<file path="src/rtl/base64_stream_encoder_defines.svh">
// Assertion macros shared by the Base64 encoder RTL.
`ifndef BASE64_STREAM_ENCODER_DEFINES_SVH
`define BASE64_STREAM_ENCODER_DEFINES_SVH

// Same-cycle implication, disabled while reset is asserted.
`define B64E_ASSERT_IMPL(lbl, clk, rst_n, ante, cons) \
    lbl: assert property (@(posedge clk) disable iff (!rst_n) (ante) |-> (cons)) \
        else $error("b64e assertion failed");

// Next-cycle implication, disabled while reset is asserted.
`define B64E_ASSERT_NEXT(lbl, clk, rst_n, ante, cons) \
    lbl: assert property (@(posedge clk) disable iff (!rst_n) (ante) |=> (cons)) \
        else $error("b64e assertion failed");

`endif

</file>
<file path="src/rtl/b64e_pkg.sv">
// Types and constants of the Base64 stream encoder.
package b64e_pkg;

    localparam logic [0:63][7:0] ALPHABET =
        "ABCDEFGHIJKLMNOPQRSTUVWXYZabcdefghijklmnopqrstuvwxyz0123456789+/";

    localparam logic [7:0] PAD_CODE = 8'h3D;

    // Position of the next byte inside its three-byte group.
    localparam logic [1:0] PH_0 = 2'd0;
    localparam logic [1:0] PH_1 = 2'd1;
    localparam logic [1:0] PH_2 = 2'd2;

    // One queued command: up to four characters for one input byte.
    typedef struct packed {
        logic [3:0][7:0] chars;
        logic [1:0]      last_idx;
        logic            last;
    } t_cmd;

    typedef struct packed {
        logic full;
        logic empty;
    } t_q_status;

endpackage

</file>
<file path="src/rtl/b64e_stream_if.sv">
// Valid/ready stream interfaces for raw bytes and encoded characters.
interface b64e_byte_if;
    logic       valid;
    logic       ready;
    logic [7:0] data_byte;
    logic       final_byte;

    modport source (output valid, output data_byte, output final_byte, input ready);
    modport sink (input valid, input data_byte, input final_byte, output ready);
endinterface

interface b64e_char_if;
    logic       valid;
    logic       ready;
    logic [7:0] char_code;
    logic       last_char;

    modport source (output valid, output char_code, output last_char, input ready);
    modport sink (input valid, input char_code, input last_char, output ready);
endinterface

</file>
<file path="src/rtl/b64e_front.sv">
// Front end: accept bytes, track group phase and build character commands.
module b64e_front (
    input  logic               i_clk,
    input  logic               i_rst_n,
    b64e_byte_if.sink          i_in,
    input  logic               i_full,
    output logic               o_push,
    output b64e_pkg::t_cmd     o_cmd,
    output logic [1:0]         o_phase
);

    logic [1:0] r_phase, n_phase;
    logic [3:0] r_left,  n_left;
    logic [7:0] b;
    logic       fin;

    assign b       = i_in.data_byte;
    assign fin     = i_in.final_byte;
    assign i_in.ready = !i_full;
    assign o_push  = i_in.valid && !i_full;
    assign o_phase = r_phase;

    always_comb begin
        o_cmd.chars    = {4{b64e_pkg::PAD_CODE}};
        o_cmd.last_idx = 2'd0;
        o_cmd.last     = fin;
        n_phase        = b64e_pkg::PH_0;
        n_left         = 4'd0;
        case (r_phase)
            b64e_pkg::PH_1: begin
                o_cmd.chars[0] = b64e_pkg::ALPHABET[{r_left[1:0], b[7:4]}];
                if (fin) begin
                    o_cmd.chars[1] = b64e_pkg::ALPHABET[{b[3:0], 2'b00}];
                    o_cmd.last_idx = 2'd2;
                end else begin
                    n_phase = b64e_pkg::PH_2;
                    n_left  = b[3:0];
                end
            end
            b64e_pkg::PH_2: begin
                o_cmd.chars[0] = b64e_pkg::ALPHABET[{r_left, b[7:6]}];
                o_cmd.chars[1] = b64e_pkg::ALPHABET[b[5:0]];
                o_cmd.last_idx = 2'd1;
            end
            default: begin
                o_cmd.chars[0] = b64e_pkg::ALPHABET[b[7:2]];
                if (fin) begin
                    o_cmd.chars[1] = b64e_pkg::ALPHABET[{b[1:0], 4'b0000}];
                    o_cmd.last_idx = 2'd3;
                end else begin
                    n_phase = b64e_pkg::PH_1;
                    n_left  = {2'b00, b[1:0]};
                end
            end
        endcase
    end

    always_ff @(posedge i_clk) begin
        if (!i_rst_n) begin
            r_phase <= b64e_pkg::PH_0;
            r_left  <= 4'd0;
        end else if (o_push) begin
            r_phase <= n_phase;
            r_left  <= n_left;
        end
    end

endmodule

</file>
<file path="src/rtl/b64e_queue.sv">
// Small command FIFO between the front and back ends.
module b64e_queue #(
    parameter int DEPTH = 2
) (
    input  logic                 i_clk,
    input  logic                 i_rst_n,
    input  logic                 i_push,
    input  b64e_pkg::t_cmd       i_cmd,
    input  logic                 i_pop,
    output b64e_pkg::t_cmd       o_head,
    output b64e_pkg::t_q_status  o_status
);

    localparam int PW = (DEPTH > 1) ? $clog2(DEPTH) : 1;
    localparam int CW = $clog2(DEPTH + 1);

    b64e_pkg::t_cmd r_mem [DEPTH];
    logic [PW-1:0]  r_wr, r_rd;
    logic [CW-1:0]  r_cnt;

    assign o_head         = r_mem[r_rd];
    assign o_status.full  = (r_cnt == CW'(DEPTH));
    assign o_status.empty = (r_cnt == '0);

    always_ff @(posedge i_clk) begin
        if (i_push) begin
            r_mem[r_wr] <= i_cmd;
        end
    end

    always_ff @(posedge i_clk) begin
        if (!i_rst_n) begin
            r_wr  <= '0;
            r_rd  <= '0;
            r_cnt <= '0;
        end else begin
            if (i_push) begin
                r_wr <= (r_wr == PW'(DEPTH - 1)) ? '0 : r_wr + 1'b1;
            end
            if (i_pop) begin
                r_rd <= (r_rd == PW'(DEPTH - 1)) ? '0 : r_rd + 1'b1;
            end
            if (i_push && !i_pop) begin
                r_cnt <= r_cnt + 1'b1;
            end else if (!i_push && i_pop) begin
                r_cnt <= r_cnt - 1'b1;
            end
        end
    end

endmodule

</file>
<file path="src/rtl/b64e_back.sv">
// Back end: serialize queued commands into one character per transfer.
module b64e_back (
    input  logic                 i_clk,
    input  logic                 i_rst_n,
    input  b64e_pkg::t_cmd       i_head,
    input  b64e_pkg::t_q_status  i_status,
    output logic                 o_pop,
    b64e_char_if.source          o_out
);

    logic [1:0] r_idx;
    logic       r_valid;
    logic [7:0] r_char;
    logic       r_last;
    logic       load;
    logic       at_end;

    assign at_end = (r_idx == i_head.last_idx);
    assign load   = !i_status.empty && (!r_valid || o_out.ready);
    assign o_pop  = load && at_end;

    assign o_out.valid     = r_valid;
    assign o_out.char_code = r_char;
    assign o_out.last_char = r_last;

    always_ff @(posedge i_clk) begin
        if (!i_rst_n) begin
            r_valid <= 1'b0;
            r_idx   <= 2'd0;
        end else begin
            if (load) begin
                r_valid <= 1'b1;
                r_idx   <= at_end ? 2'd0 : r_idx + 2'd1;
            end else if (o_out.ready) begin
                r_valid <= 1'b0;
            end
        end
    end

    always_ff @(posedge i_clk) begin
        if (load) begin
            r_char <= i_head.chars[r_idx];
            r_last <= i_head.last && at_end;
        end
    end

endmodule

</file>
<file path="src/rtl/base64_stream_encoder.sv">
// A transferred byte is written into the command queue; its first character
// is then loaded into the output register, from which it transfers.
// Throughput: one character per cycle out while the consumer is ready; bytes
// enter every cycle while the command queue has room, so a blob's rate is set
// by the single-character output register.
// Reset: i_rst_n low at a clock edge clears phase, queue and output valid.
`include "base64_stream_encoder_defines.svh"

module base64_stream_encoder #(
    parameter int QUEUE_DEPTH = 2
) (
    input  logic        i_clk,
    input  logic        i_rst_n,
    b64e_byte_if.sink   i_in,
    b64e_char_if.source o_out
);

    // Front end classifies each byte by its group phase and emits one
    // command holding every character that byte produces (one to four).
    b64e_pkg::t_cmd      cmd;
    b64e_pkg::t_cmd      head;
    b64e_pkg::t_q_status q_status;
    logic                push;
    logic                pop;
    logic [1:0]          phase;
    logic                fin_push;

    b64e_front u_front (
        .i_clk   (i_clk),
        .i_rst_n (i_rst_n),
        .i_in    (i_in),
        .i_full  (q_status.full),
        .o_push  (push),
        .o_cmd   (cmd),
        .o_phase (phase)
    );

    // The queue decouples byte intake from character output so that a
    // stalled consumer does not stall the producer until the queue fills.
    b64e_queue #(
        .DEPTH (QUEUE_DEPTH)
    ) u_queue (
        .i_clk    (i_clk),
        .i_rst_n  (i_rst_n),
        .i_push   (push),
        .i_cmd    (cmd),
        .i_pop    (pop),
        .o_head   (head),
        .o_status (q_status)
    );

    // Back end walks the head command one character per transfer and
    // drops it as its final character is loaded into the output register.
    b64e_back u_back (
        .i_clk    (i_clk),
        .i_rst_n  (i_rst_n),
        .i_head   (head),
        .i_status (q_status),
        .o_pop    (pop),
        .o_out    (o_out)
    );

    // Transfer of the byte that closes a blob.
    assign fin_push = push && i_in.final_byte;

    // Never write a full queue, never read an empty one, and restart the
    // group after the final byte.
    `B64E_ASSERT_IMPL(a_no_overflow, i_clk, i_rst_n, push, !q_status.full)
    `B64E_ASSERT_IMPL(a_no_underflow, i_clk, i_rst_n, pop, !q_status.empty)
    `B64E_ASSERT_NEXT(a_final_restarts, i_clk, i_rst_n, fin_push, phase == b64e_pkg::PH_0)

endmodule

</file>
<file path="src/flat_wrapper.sv">
// flat-port wrapper written by rule: the top's interface ports become plain ports
module base64_stream_encoder_flat 
#(
    parameter int QUEUE_DEPTH = 2
)
  (i_clk, i_rst_n, i_in_valid, i_in_data_byte, i_in_final_byte, i_in_ready, o_out_valid, o_out_char_code, o_out_last_char, o_out_ready);
  b64e_byte_if i_in_i ();
  b64e_char_if o_out_i ();
  input  logic i_clk;
  input  logic i_rst_n;
  input wire logic [$bits(i_in_i.valid)-1:0] i_in_valid;
  input wire logic [$bits(i_in_i.data_byte)-1:0] i_in_data_byte;
  input wire logic [$bits(i_in_i.final_byte)-1:0] i_in_final_byte;
  output wire logic [$bits(i_in_i.ready)-1:0] i_in_ready;
  output wire logic [$bits(o_out_i.valid)-1:0] o_out_valid;
  output wire logic [$bits(o_out_i.char_code)-1:0] o_out_char_code;
  output wire logic [$bits(o_out_i.last_char)-1:0] o_out_last_char;
  input wire logic [$bits(o_out_i.ready)-1:0] o_out_ready;
  assign i_in_i.valid = i_in_valid;
  assign i_in_i.data_byte = i_in_data_byte;
  assign i_in_i.final_byte = i_in_final_byte;
  assign i_in_ready = i_in_i.ready;
  assign o_out_valid = o_out_i.valid;
  assign o_out_char_code = o_out_i.char_code;
  assign o_out_last_char = o_out_i.last_char;
  assign o_out_i.ready = o_out_ready;
  base64_stream_encoder #(.QUEUE_DEPTH(QUEUE_DEPTH)) u_core (.i_clk(i_clk), .i_rst_n(i_rst_n), .i_in(i_in_i), .o_out(o_out_i));
endmodule
</file>
<file path="config.mk">
export PLATFORM = sky130hd
export DESIGN_NAME = base64_stream_encoder_flat
export DESIGN_NICKNAME = d
export VERILOG_FILES = /design/src/rtl/b64e_pkg.sv /design/src/rtl/b64e_stream_if.sv /design/src/rtl/b64e_front.sv /design/src/rtl/b64e_queue.sv /design/src/rtl/b64e_back.sv /design/src/rtl/base64_stream_encoder.sv /design/src/flat_wrapper.sv
export VERILOG_INCLUDE_DIRS = /design/src /design/src/rtl
export SDC_FILE = /design/constraint.sdc
export NUM_CORES = 1
export LEC_CHECK = 0
export BUFFER_PORTS_ARGS = -buffer_cell sky130_fd_sc_hd__buf_2
export CORE_MARGIN = 2
export CORE_UTILIZATION = 50
export CTS_BUF_LIST = sky130_fd_sc_hd__clkbuf_4 sky130_fd_sc_hd__clkbuf_8 sky130_fd_sc_hd__clkbuf_16
export CTS_CLUSTER_SIZE = 10
export DETAILED_ROUTE_END_ITERATION = 12
export PLACE_DENSITY = 0.78
export SYNTH_ARGS = -nofsm -noshare
export SYNTH_HDL_FRONTEND = slang
export SYNTH_HIERARCHICAL = 1
export SYNTH_SLANG_ARGS = --single-unit
</file>
<file path="constraint.sdc">
create_clock -name i_clk -period 3.4 [get_ports i_clk]
set_clock_uncertainty 0.2 [all_clocks]
set_input_delay 0.68 -clock i_clk [delete_from_list [all_inputs] [get_ports i_clk]]
set_output_delay 0.68 -clock i_clk [all_outputs]
set_load 0.05 [all_outputs]
</file>
Word-level counts from Yosys, hierarchy flattened
Memories as Yosys holds them, arrays and structs flattened. A register that Yosys moved wholly into a read port is not among the register bits.
Cells that the tools add are included.
{"block": "totals", "in_bits": 13, "out_inout_bits": 11, "ram_bits": 38, "latch_bits": 0, "n_memories": 7, "reg_bits": 22, "elab_cells": 89, "rom_bits": 3072}
{"block": "classes", "n_div": 0, "muxes": 36, "bitwise_logic": 6, "multipliers": 0, "add_sub_neg": 5, "n_eq_ne": 4, "shifts": 0, "n_lt_le_gt_ge": 7, "n_reduce_logical": 15}
{"memory": "(name not given)", "depth": 64, "width": 8, "rd": 1, "rd_ports_with_merged_regs": 0, "write_ports": 0, "line_no": "b64e_front.sv:48", "source": "o_cmd.chars[1] = b64e_pkg::ALPHABET[{b[1:0], 4'b0000}];"}
{"memory": "(name not given)", "depth": 64, "width": 8, "rd": 1, "rd_ports_with_merged_regs": 0, "write_ports": 0, "line_no": "b64e_front.sv:46", "source": "o_cmd.chars[0] = b64e_pkg::ALPHABET[b[7:2]];"}
{"memory": "(name not given)", "depth": 64, "width": 8, "rd": 1, "rd_ports_with_merged_regs": 0, "write_ports": 0, "line_no": "b64e_front.sv:42", "source": "o_cmd.chars[1] = b64e_pkg::ALPHABET[b[5:0]];"}
{"memory": "(name not given)", "depth": 64, "width": 8, "rd": 1, "rd_ports_with_merged_regs": 0, "write_ports": 0, "line_no": "b64e_front.sv:41", "source": "o_cmd.chars[0] = b64e_pkg::ALPHABET[{r_left, b[7:6]}];"}
{"memory": "(name not given)", "depth": 64, "width": 8, "rd": 1, "rd_ports_with_merged_regs": 0, "write_ports": 0, "line_no": "b64e_front.sv:33", "source": "o_cmd.chars[1] = b64e_pkg::ALPHABET[{b[3:0], 2'b00}];"}
{"memory": "(name not given)", "depth": 64, "width": 8, "rd": 1, "rd_ports_with_merged_regs": 0, "write_ports": 0, "line_no": "b64e_front.sv:31", "source": "o_cmd.chars[0] = b64e_pkg::ALPHABET[{r_left[1:0], b[7:4]}];"}
{"memory": "1 more memories"}
{"op": "$mux 8", "n": 15}
{"op": "$ge 7x7->1 const B", "n": 6}
{"op": "$not 6->7", "n": 6}
{"op": "$pmux 18 s2", "n": 1}
{"op": "$bmux 8 s2", "n": 1}
{"op": "$mux 2", "n": 7}
{"op": "$mux 1", "n": 9}
{"op": "$pmux 4 s2", "n": 1}
{"op": "$logic_and 1x1->1", "n": 6}
{"op": "$logic_not 1->1", "n": 5}
{"op": "$add 2x1->2 const B", "n": 2}
{"op": "$eq 2x2->1 const B", "n": 2}
{"op": "$mux 4", "n": 1}
{"op": "$pmux 2 s2", "n": 1}
{"op": "$reduce_bool 2->1", "n": 2}
{"op": "$lt 2x3->1 const B", "n": 1}
{"op": "$add 1x1->1 const B", "n": 2}
{"op": "$eq 2x1->1 const B", "n": 1}
{"op": "$eq 2x2->1", "n": 1}
{"op": "$logic_not 2->1", "n": 1}
{"op": "$sub 2x1->2 const B", "n": 1}
{"op": "$logic_or 1x1->1", "n": 1}

Longest topological paths before layout
Gate-level depths: netlist of the first run.
{"block": "logic_depth", "depth_word": 7, "depth_mapped": 10, "ltp_nobuf": 8}

Cells and area by module
The synthesis of the first run kept the hierarchy.
{"mod": "b64e_queue", "area_per_inst_um2": 2742.6, "instances": 1, "cells_each": 131, "seq_area_each_um2": 2202.1}
{"mod": "b64e_front", "area_per_inst_um2": 2029.4, "instances": 1, "cells_each": 326, "seq_area_each_um2": 120.1}
{"mod": "b64e_back", "area_per_inst_um2": 674.4, "instances": 1, "cells_each": 41, "seq_area_each_um2": 330.3}

Worst setup path after synthesis of the first run
No wires, ideal clock.
{"block": "synth_timing", "path_kind": "register to register", "from": "reg u_core.u_queue.r_cnt[0]", "to": "mem u_core/u_queue/r_mem[0][0] (netlist name) (enable)", "setup_ps": 433, "n_path_buf": 0, "arrival_ps": 3018, "required_time_ps": 2767, "path_stages_with_launch": 6, "period_less_slack_ps": 3651, "path_slack_ps": -251, "path_cell_list": "dfxtp_1 and2b_2 inv_1 nand2_1 inv_1 nor2b_1"}
{"item": "from (decl)", "line_no": "b64e_queue.sv:19", "source": "logic [CW-1:0] r_cnt;"}
{"item": "from (signal assigned)", "line_no": "b64e_queue.sv:44", "source": "r_cnt <= r_cnt + 1'b1;"}
{"item": "from (signal assigned)", "line_no": "b64e_queue.sv:46", "source": "r_cnt <= r_cnt - 1'b1;"}
{"item": "to (decl)", "line_no": "b64e_queue.sv:17", "source": "b64e_pkg::t_cmd r_mem [DEPTH];"}

==> metrics, run 1 <==
status=complete, no violations; port buffer count=23; Worst Setup End Kind=register; Synth-to-Final Area Change=6.43%; Worst VDD drop=0.480 mV; Routed WL per cell=16.4 µm; final number of setup-violating endpoints=0; hold_buf cts=0; hold-critical path endpoint=u_core/u_front/o_phase[0]; CTS Sinks=93; HP Class=reg -> reg; Final Cycle Share=77.3%; final hold violations=0; flop2flop setup slack=0.77 ns; number of antenna-violating nets in the routed design=0; PwrDens=626 nW/µm²; number of flops mapped to enable cells by yosys=79; via count=3830; Filler cells=953; Crit Path Category=reg -> reg; ant diodes=0; CORE AREA=10700 µm²; TNS Setup=0 ns; syn avg cell area=10.9 µm²; Worst Min Path Start=u_core/u_front/o_phase[0]; synth top area cells=edfxtp_1, mux2_2, dfxtp_1; clk root buf=clkbuf_8; Yosys top cell area share=43.6%; clock buffer count from CTS=9; post-synth cell types=64; max-cap viol count=0; clk buf depth=2; vias per std cell=5.87; Pre-antenna DRT Iters=7; flops & latches, synth=93; WP data arrival=2.71 ns; Startpoint Class=register; Die W=108 µm; vias in the first global route=3603; Max Clk Rate=380 MHz; pin count of the biggest net entering global routing=37; postcts setup bufs=0; die area=11700 µm²; drt drc=0; RePlAce Congestion=0.933; H-Tree Depth=3; Slew headroom=47.4%; worst r2r dst=u_core/u_queue/r_cnt[1]; layout cell share with drive strength beyond 1=19.7%; Most used DFF post-synth=edfxtp_1; RSZ-0062 raised after global routing=no; DP HPWL=7450 µm; total global routing overflow=0; # resized after CTS=0; Worst-Margin Slew=0.788 ns; DIE HEIGHT=108 µm; post-layout util=53.9%; worst hold stages=2; first-pass GRT wire length=17400 µm; Leak=0.00205 µW; FFs w/ async S/R, synth=0%; post-synthesis sequential area ratio=48.7%; CTS tree=done; row count=38; cell taking the most area after synthesis=edfxtp_1; worst reg2reg path depth=7; Starting Density=50.7%; Max Slew Vio Count=0; drt initial violations=263; CP required=3.48 ns; nets=540; initial antenna violation count=0; synthesized instance count=498; CTS clk-pin slew, worst paths=0.08 ns; fin crit period=2.63 ns; gr usage total=19.2%; clock latency on the worst-skew pair=0.35 ns; Yosys warnings=6; Top Ports=24; final wirelength=10700 µm; mapped cell area=5450 µm²; peak fanout along the critical path=8
-- stage by stage --
step / instance area, µm² / hold slack (ns) / total power (µW) / worst slack [ns] / cells
floorplan: 5510 / 0.258 / 2630 / 0.414 / 514
global placement: 5580 / 0.271 / 2830 / 0.699 / 636
detailed placement: 5580 / 0.287 / 2870 / 0.697 / 636
CTS: 5800 / 0.299 / 3660 / 0.759 / 652
global route: 5800 / 0.332 / 3810 / 0.592 / 652
finish: 5800 / 0.293 / 3630 / 0.771 / 652
-- logic make-up (layout without fill, tap and decap cells) --
kind of cell               Yosys count  in the layout  share of synthesized area [%]
buffers and inverters               73             71                           6.89
adders and majority gates           20             20                           4.59
muxes                               50             50                           12.4
and+or+nand+nor                    127            127                           11.3
DFF                                 93             93                           48.7
xor gates and xnor gates             6              6                          0.965
AOI/OAI and AO/OA                  127            127                           15.0
other                                2             18                          0.138
-- cells in the final DEF, fill, tap and decap left out, drive strengths merged, types with 10 or more instances in the layout --
cell type / synthesis / layout
clkbuf: 16 / 12
edfxtp: 79 / 79
o211ai: 13 / 13
mux2: 37 / 37
nor2: 32 / 32
inv: 22 / 22
o21ai: 35 / 35
nand2: 38 / 38
nand3: 17 / 17
ha: 20 / 20
buf: 34 / 32
a31oi: 11 / 11
mux4: 10 / 10
conb: 2 / 18
dfxtp: 14 / 14
a21oi: 31 / 31
-- flip-flops by register name (all words and copies together) (netlist names), named ones only --
register                       flops
u_core/u_queue/r_mem              70
u_core/u_queue/r_cnt               2
u_core/u_back/r_idx                2
u_core/u_back/o_out.last_char      1
u_core/u_queue/r_wr                1
u_core/u_back/o_out.char_code      8
u_core/u_back/o_out.valid          1
u_core/u_front/r_left              4
u_core/u_front/o_phase             2
u_core/u_queue/r_rd                1
-- area by class of cell --
class | count | area [µm²] | share of cell area [%]
clock buffers | 12 | 146 | 2.53
clock inverters | 4 | 72.6 | 1.25
inverters | 23 | 86.3 | 1.49
multi-input cells | 348 | 2480 | 42.8
flip-flops and latches | 93 | 2650 | 45.8
well taps | 140 | 175 | 3.02
repair buffers | 32 | 183 | 3.15
-- metal layers --
metal / vias up / wire [µm] / track usage (%)
li1: 1833 / - / -
met1: 1830 / 4570 / 24.3
met2: 148 / 5360 / 33.0
met3: 19 / 572 / 3.25
met4: 0 / 187 / 6.96
met5: - / 0 / 0
-- Yosys cell counts (2+ instances only) --
library cell / n
o2111ai_1: 4
and2_1: 4
o221ai_1: 5
nor3_1: 9
clkbuf_1: 16
xor2_1: 4
xnor2_1: 2
mux2i_1: 3
nand2b_1: 6
buf_2: 9
ha_1: 20
nor2b_1: 8
inv_1: 21
o21a_1: 2
or3_1: 3
mux2_2: 36
a211oi_1: 3
nand3_1: 17
a21boi_0: 6
o22a_1: 2
o21ai_0: 35
nand2_1: 37
edfxtp_1: 79
a21oi_1: 31
buf_1: 2
a31oi_1: 11
mux4_2: 9
dfxtp_1: 14
buf_4: 22
conb_1: 2
o211ai_1: 12
nor2_1: 32
-- worst max-delay path by stage --
stage                                            end  slack, ns
after global placement    u_core/u_queue/r_mem[0][4]       0.70
after detailed placement  u_core/u_queue/r_mem[1][4]       0.70
after floorplan           u_core/u_queue/r_mem[0][0]       0.41
after global routing         u_core/u_queue/r_cnt[1]       0.59
after CTS                    u_core/u_queue/r_cnt[1]       0.76
final                        u_core/u_queue/r_cnt[1]       0.77
-- where the power goes --
part	internal, µW	switching (µW)	leakage (µW)	total, µW
registers	1520	95.0	0.000850	1620
clock network	438	353	0.000111	791
logic	489	734	0.00109	1220
-- critical path, stage by stage, from the launching register on --
cell,delay [ns]
dfxtp_1,0.55
mux2_2,0.43
xor2_1,0.17
nor3_1,0.31
inv_1,0.09
ha_1,0.32
or3_1,0.36
a21boi_1,0.14
Note: power is estimated with default switching activity, not from simulation.
==> run 2: changes to the inputs <==
--- a/config.mk
+++ b/config.mk
@@ -6,6 +6,7 @@
 export SDC_FILE = /design/constraint.sdc
 export NUM_CORES = 1
 export LEC_CHECK = 0
+export ABC_AREA = 1
 export BUFFER_PORTS_ARGS = -buffer_cell sky130_fd_sc_hd__buf_2
 export CORE_MARGIN = 2
 export CORE_UTILIZATION = 50
==> constraint.sdc (replaced) <==
create_clock -name i_clk -period 2.34 [get_ports i_clk]
set_clock_uncertainty 0.2 [all_clocks]
set_input_delay 0.468 -clock i_clk [delete_from_list [all_inputs] [get_ports i_clk]]
set_output_delay 0.468 -clock i_clk [all_outputs]
set_load 0.05 [all_outputs]
==> metrics, run 2 <==
drt initial violations=263; R2R Path Start=u_core/u_front/r_left[0]; Synth-to-Final Area Change=8.33%; CTS Sinks=93; Flop pwr share=39.9%; first-pass GRT wire length=20800 µm; DIE HEIGHT=111 µm; Pre-antenna DRT Iters=5; CP top delay family=flip-flops; peak fanout along the critical path=15; Top Ports=24; postcts setup bufs=0; number of flip-flops under the largest register name=70; mapped cell area=5690 µm²; Die W=111 µm; origin of the worst setup path=u_core/u_front/r_left[0]; Most used DFF post-synth=edfxtp_1; metal3 WL=665 µm; H-Tree Depth=3; status=complete, no violations; RePlAce Congestion=0.937; CP required=2.21 ns; Max Clk Rate=474 MHz; most common cell in the netlist=nand2_1; Final Cycle Share=90.2%; die area=12300 µm²; fin crit period=2.11 ns; CTS clk-pin slew, worst paths=0.06 ns; Leak=0.00262 µW; gr usage total=21.1%; row count=38; max-cap viol count=0; critical path's slowest cell=dfxtp_1; # resized after CTS=0; clk buf depth=2; Routed WL per cell=15.9 µm; number of antenna-violating nets in the routed design=0; cell area after layout=6170 µm²; Int Pwr=3870 µW; total global routing overflow=0; most frequent cells in the layout=nand2_1, edfxtp_1, nor2_1; cell taking the most area after synthesis=edfxtp_1; most common cell after layout, fill and taps aside=nand2_1; WP data arrival=1.98 ns; vias in the first global route=4318; Slew headroom=64.8%; ant diodes=0; Placed Area=5860 µm²; via count=4328; Top Layer Used=met4; DP HPWL=8950 µm; Yosys warnings=6; register area=2650 µm²; Worst-Margin Slew=0.527 ns; Filler cells=944; Starting Density=51.8%; CTS tree=done; RSZ-0062 raised after global routing=no; synth top area cells=edfxtp_1, nand2_1, mux2_4; HP Class=in -> reg; nets=676; synthesized instance count=615; Metal-1 WL=5300 µm; final hold violations=0; post-synthesis sequential area ratio=46.6%; Worst VDD drop=0.786 mV; initial antenna violation count=0; clock buffer count from CTS=9; port buffer count=23; TNS Setup=0 ns; number of flops mapped to enable cells by yosys=79; Worst Setup End Kind=register; CP Cell Sequence=nand2_1 -> inv_1 -> a21oi_1 -> nand2_1 -> o21ai_0 -> nand2_1 -> nand3_1; FFs w/ async S/R, synth=0%; final number of setup-violating endpoints=0; hold_buf cts=0; Buf+Inv Stages, Crit Path=1; clock latency on the worst-skew pair=0.34 ns; share of total power in the clock network=23.7%; pin count of the biggest net entering global routing=36; met2 WL=6250 µm; P_sw=2150 µW; Crit Path Category=reg -> reg; clk root buf=clkbuf_16; Logic pwr share=36.4%; multi-input logic area=2520 µm²; Net Sw Frac=35.7%; syn avg cell area=9.25 µm²; Largest stage delay, worst path=0.65 ns; drt drc=0; flops & latches, synth=93; Startpoint Class=register; post-synth cell types=40; layout cell share with drive strength beyond 1=18.8%; Biggest register=u_core/u_queue/r_mem; PwrDens=976 nW/µm²; Yosys top cell area share=41.7%; Worst Min Path Start=i_rst_n; synth cell count leaders=nand2_1, edfxtp_1, nor2_1, o21ai_0; final wirelength=12500 µm; Max Slew Vio Count=0; vias per std cell=5.49; CORE AREA=11000 µm²; CP most frequent cell=nand2_1
## run 2: kinds of logic after synthesis
kind of cell,Yosys count,share of synthesized area (%)
xor gates and xnor gates,1,0.154
other,2,0.132
AOI/OAI and AO/OA,107,10.3
adders and majority gates,20,4.40
DFF,93,46.6
buffers and inverters,98,10.2
and+or+nand+nor,259,19.2
muxes,35,8.90
## run 2: layer usage
| layer | up-vias | GRT usage [%] |
|---|---|---|
| met3 | 26 | 2.57 |
| li1 | 2115 | - |
| met4 | 0 | 10.4 |
| met5 | - | 0 |
| met1 | 2036 | 26.0 |
| met2 | 151 | 36.7 |
## run 2: final timing paths
| path | endpoint | slack (ns) | cells after the start |
|---|---|---|---|
| setup / recovery | u_core/u_queue/r_mem[1][7] | 0.23 | 7 |
| hold / removal | u_core/u_queue/r_cnt[1] | 0.23 | 3 |
| setup reg to reg | u_core/u_queue/r_mem[1][7] | 0.23 | 7 |
| hold reg to reg | u_core/u_front/o_phase[0] | 0.30 | 2 |
## run 2: cell type report
type,instances,area share (%)
Timing Repair Buffer,45,4.95
Clock inverter,7,1.24
Multi-Input combinational cell,440,40.9
Inverter,54,3.35
Clock buffer,9,3.65
Tap cell,140,2.84
Sequential cell,93,43.0
## run 2: through the flow
stage	hold WS [ns]	power, µW	std cells	setup slack, ns	util [%]
2_1_floorplan	0.253	4200	631	0.0128	-
3_3_place_gp	0.270	4540	772	0.170	53.4
3_5_place_dp	0.291	4620	772	0.157	53.4
4_1_cts	0.218	6050	788	0.247	56.1
5_1_grt	0.238	6340	788	0.0777	56.1
6_report	0.227	6020	788	0.228	56.1
## run 2: power by group through the flow
stage | registers, µW | logic, µW | clock network, µW
finish | 2400 | 2190 | 1430
global route | 2430 | 2390 | 1520
CTS | 2400 | 2200 | 1450
detailed placement | 2430 | 2180 | 0
global placement | 2410 | 2130 | 0
floorplan | 2690 | 1510 | 0
## run 2: worst reg2reg max path, delay by kind of cell (launching register included)
family | cells | cell delay (ns)
and+or+nand+nor | 4 | 0.55
DFF | 1 | 0.65
AOI/OAI and AO/OA | 2 | 0.25
buffers and inverters | 1 | 0.19
==> run 3: changes to the inputs <==
==> constraint.sdc (replaced) <==
create_clock -name i_clk -period 1.9 [get_ports i_clk]
set_clock_uncertainty 0.2 [all_clocks]
set_input_delay 0.38 -clock i_clk [delete_from_list [all_inputs] [get_ports i_clk]]
set_output_delay 0.38 -clock i_clk [all_outputs]
set_load 0.05 [all_outputs]
==> metrics, run 3 (same netlist as run 2, synthesis figures left out) <==
CP Cell Sequence=mux2_4 -> inv_1 -> nand2_1 -> nand2_2 -> nand3_2 -> inv_2 -> inv_2 -> ha_4 -> inv_2 -> nand4_1 -> nand2_1 -> nor2_1; Largest stage delay, worst path=0.37 ns; Buf+Inv Stages, Crit Path=4; DIE HEIGHT=111 µm; cell area after layout=6500 µm²; CTS Sinks=93; gr usage total=21.0%; DP HPWL=9150 µm; final hold violations=0; clk buf depth=2; H-Tree Depth=3; Top Ports=24; Routed WL per cell=15.5 µm; clk root buf=clkbuf_16; port buffer count=23; Max Slew Vio Count=0; Worst VDD drop=0.786 mV; CP top delay family=simple AND/OR/NAND/NOR gates; initial antenna violation count=0; CTS clk-pin slew, worst paths=0.06 ns; Leak=0.00279 µW; vias per std cell=5.46; peak fanout along the critical path=4; final wirelength=12800 µm; first-pass GRT wire length=21000 µm; Max Clk Rate=529 MHz; status=complete, no violations; total global routing overflow=0; Pre-antenna DRT Iters=6; post-layout util=59.2%; drt initial violations=442; number of antenna-violating nets in the routed design=0; row count=38; number of flip-flops under the largest register name=70; RSZ-0062 raised after global routing=yes; Biggest register=u_core/u_queue/r_mem; via count=4492; layout cell share with drive strength beyond 1=25.5%; WP data arrival=1.96 ns; hold_buf cts=0; critical path's slowest cell=dfxtp_4; fin crit period=1.89 ns; die area=12300 µm²; CORE AREA=11000 µm²; max-cap viol count=0; most common cell after layout, fill and taps aside=nand2_1; Startpoint Class=register; most frequent cells in the layout=nand2_1, edfxtp_1, buf_4; Die W=111 µm; vias in the first global route=4423; drt drc=0; ant diodes=0; Placed Area=6170 µm²; Final Cycle Share=99.6%; final number of setup-violating endpoints=0; CP required=1.97 ns; CP most frequent cell=inv_2; Crit Path Category=reg -> reg; PwrDens=1180 nW/µm²; CTS tree=done; Starting Density=51.8%; pin count of the biggest net entering global routing=36; clock buffer count from CTS=9; Worst Setup End Kind=register; RePlAce Congestion=0.975; HP Class=in -> reg; Synth-to-Final Area Change=14.2%; nets=710; clock latency on the worst-skew pair=0.34 ns
## run 3: changes by cell type in the layout (fill, tap and decap cells not counted), sizes merged
| cell | delta |
|---|---|
| buf | +34 |
## run 3: what timing repair did
item,4_1_cts,5_1_grt
endpoints found under the setup margin,2,17
pin swaps,1,2
setup buffers,2,2
gates resized for setup,1,4
## run 3: layer usage
metal | GRT usage (%) | up-vias | wire length [µm] | share of wire, %
met5 | 0 | - | 0 | 0
met4 | 8.83 | 0 | 289 | 2.3
met3 | 3.72 | 22 | 751 | 5.9
met2 | 36.0 | 177 | 6330 | 50
met1 | 26.3 | 2116 | 5380 | 42
li1 | - | 2177 | - | -
## run 3: stage by stage
step	std cells	worst slack, ns	hold slack (ns)	TNS [ns]	power [µW]
2_1_floorplan	631	-0.146	0.253	-5.57	5280
5_1_grt	822	-0.0731	0.149	-0.0819	8040
3_3_place_gp	802	-0.0172	0.269	-0.0533	5790
3_5_place_dp	802	-0.0590	0.297	-0.245	5880
6_report	822	0.00817	0.132	0	7650
4_1_cts	820	0.00696	0.119	0	7650
## run 3: worst min-delay path, stage by stage
cell	delay [ns]
buf_2	0.15
nand2_1	0.06
nor2_1	0.04
## run 3: final timing paths
| path | startpoint | end | slack [ns] | depth (start not counted) |
|---|---|---|---|---|
| max | register | u_core/u_queue/r_cnt[1] | 0.008 | 12 |
| min | i_rst_n | u_core/u_queue/r_cnt[1] | 0.13 | 3 |
| max reg2reg | register | u_core/u_queue/r_cnt[1] | 0.008 | 12 |
| min reg2reg | u_core/u_front/o_phase[0] | u_core/u_front/o_phase[0] | 0.31 | 2 |
## run 3: area by class of cell
cell class / count / area (µm²)
fillers: 936 / 4480
flip-flops and latches: 93 / 2660
multi-input cells: 440 / 2570
repair buffers: 79 / 586
clock buffers: 9 / 225
inverters: 54 / 221
well taps: 140 / 175
clock inverters: 7 / 66.3
## run 3: power by group
group,switching [µW],total [µW],internal [µW]
combinational,1830,2970,1140
sequential,172,2940,2770
clock,727,1740,1010
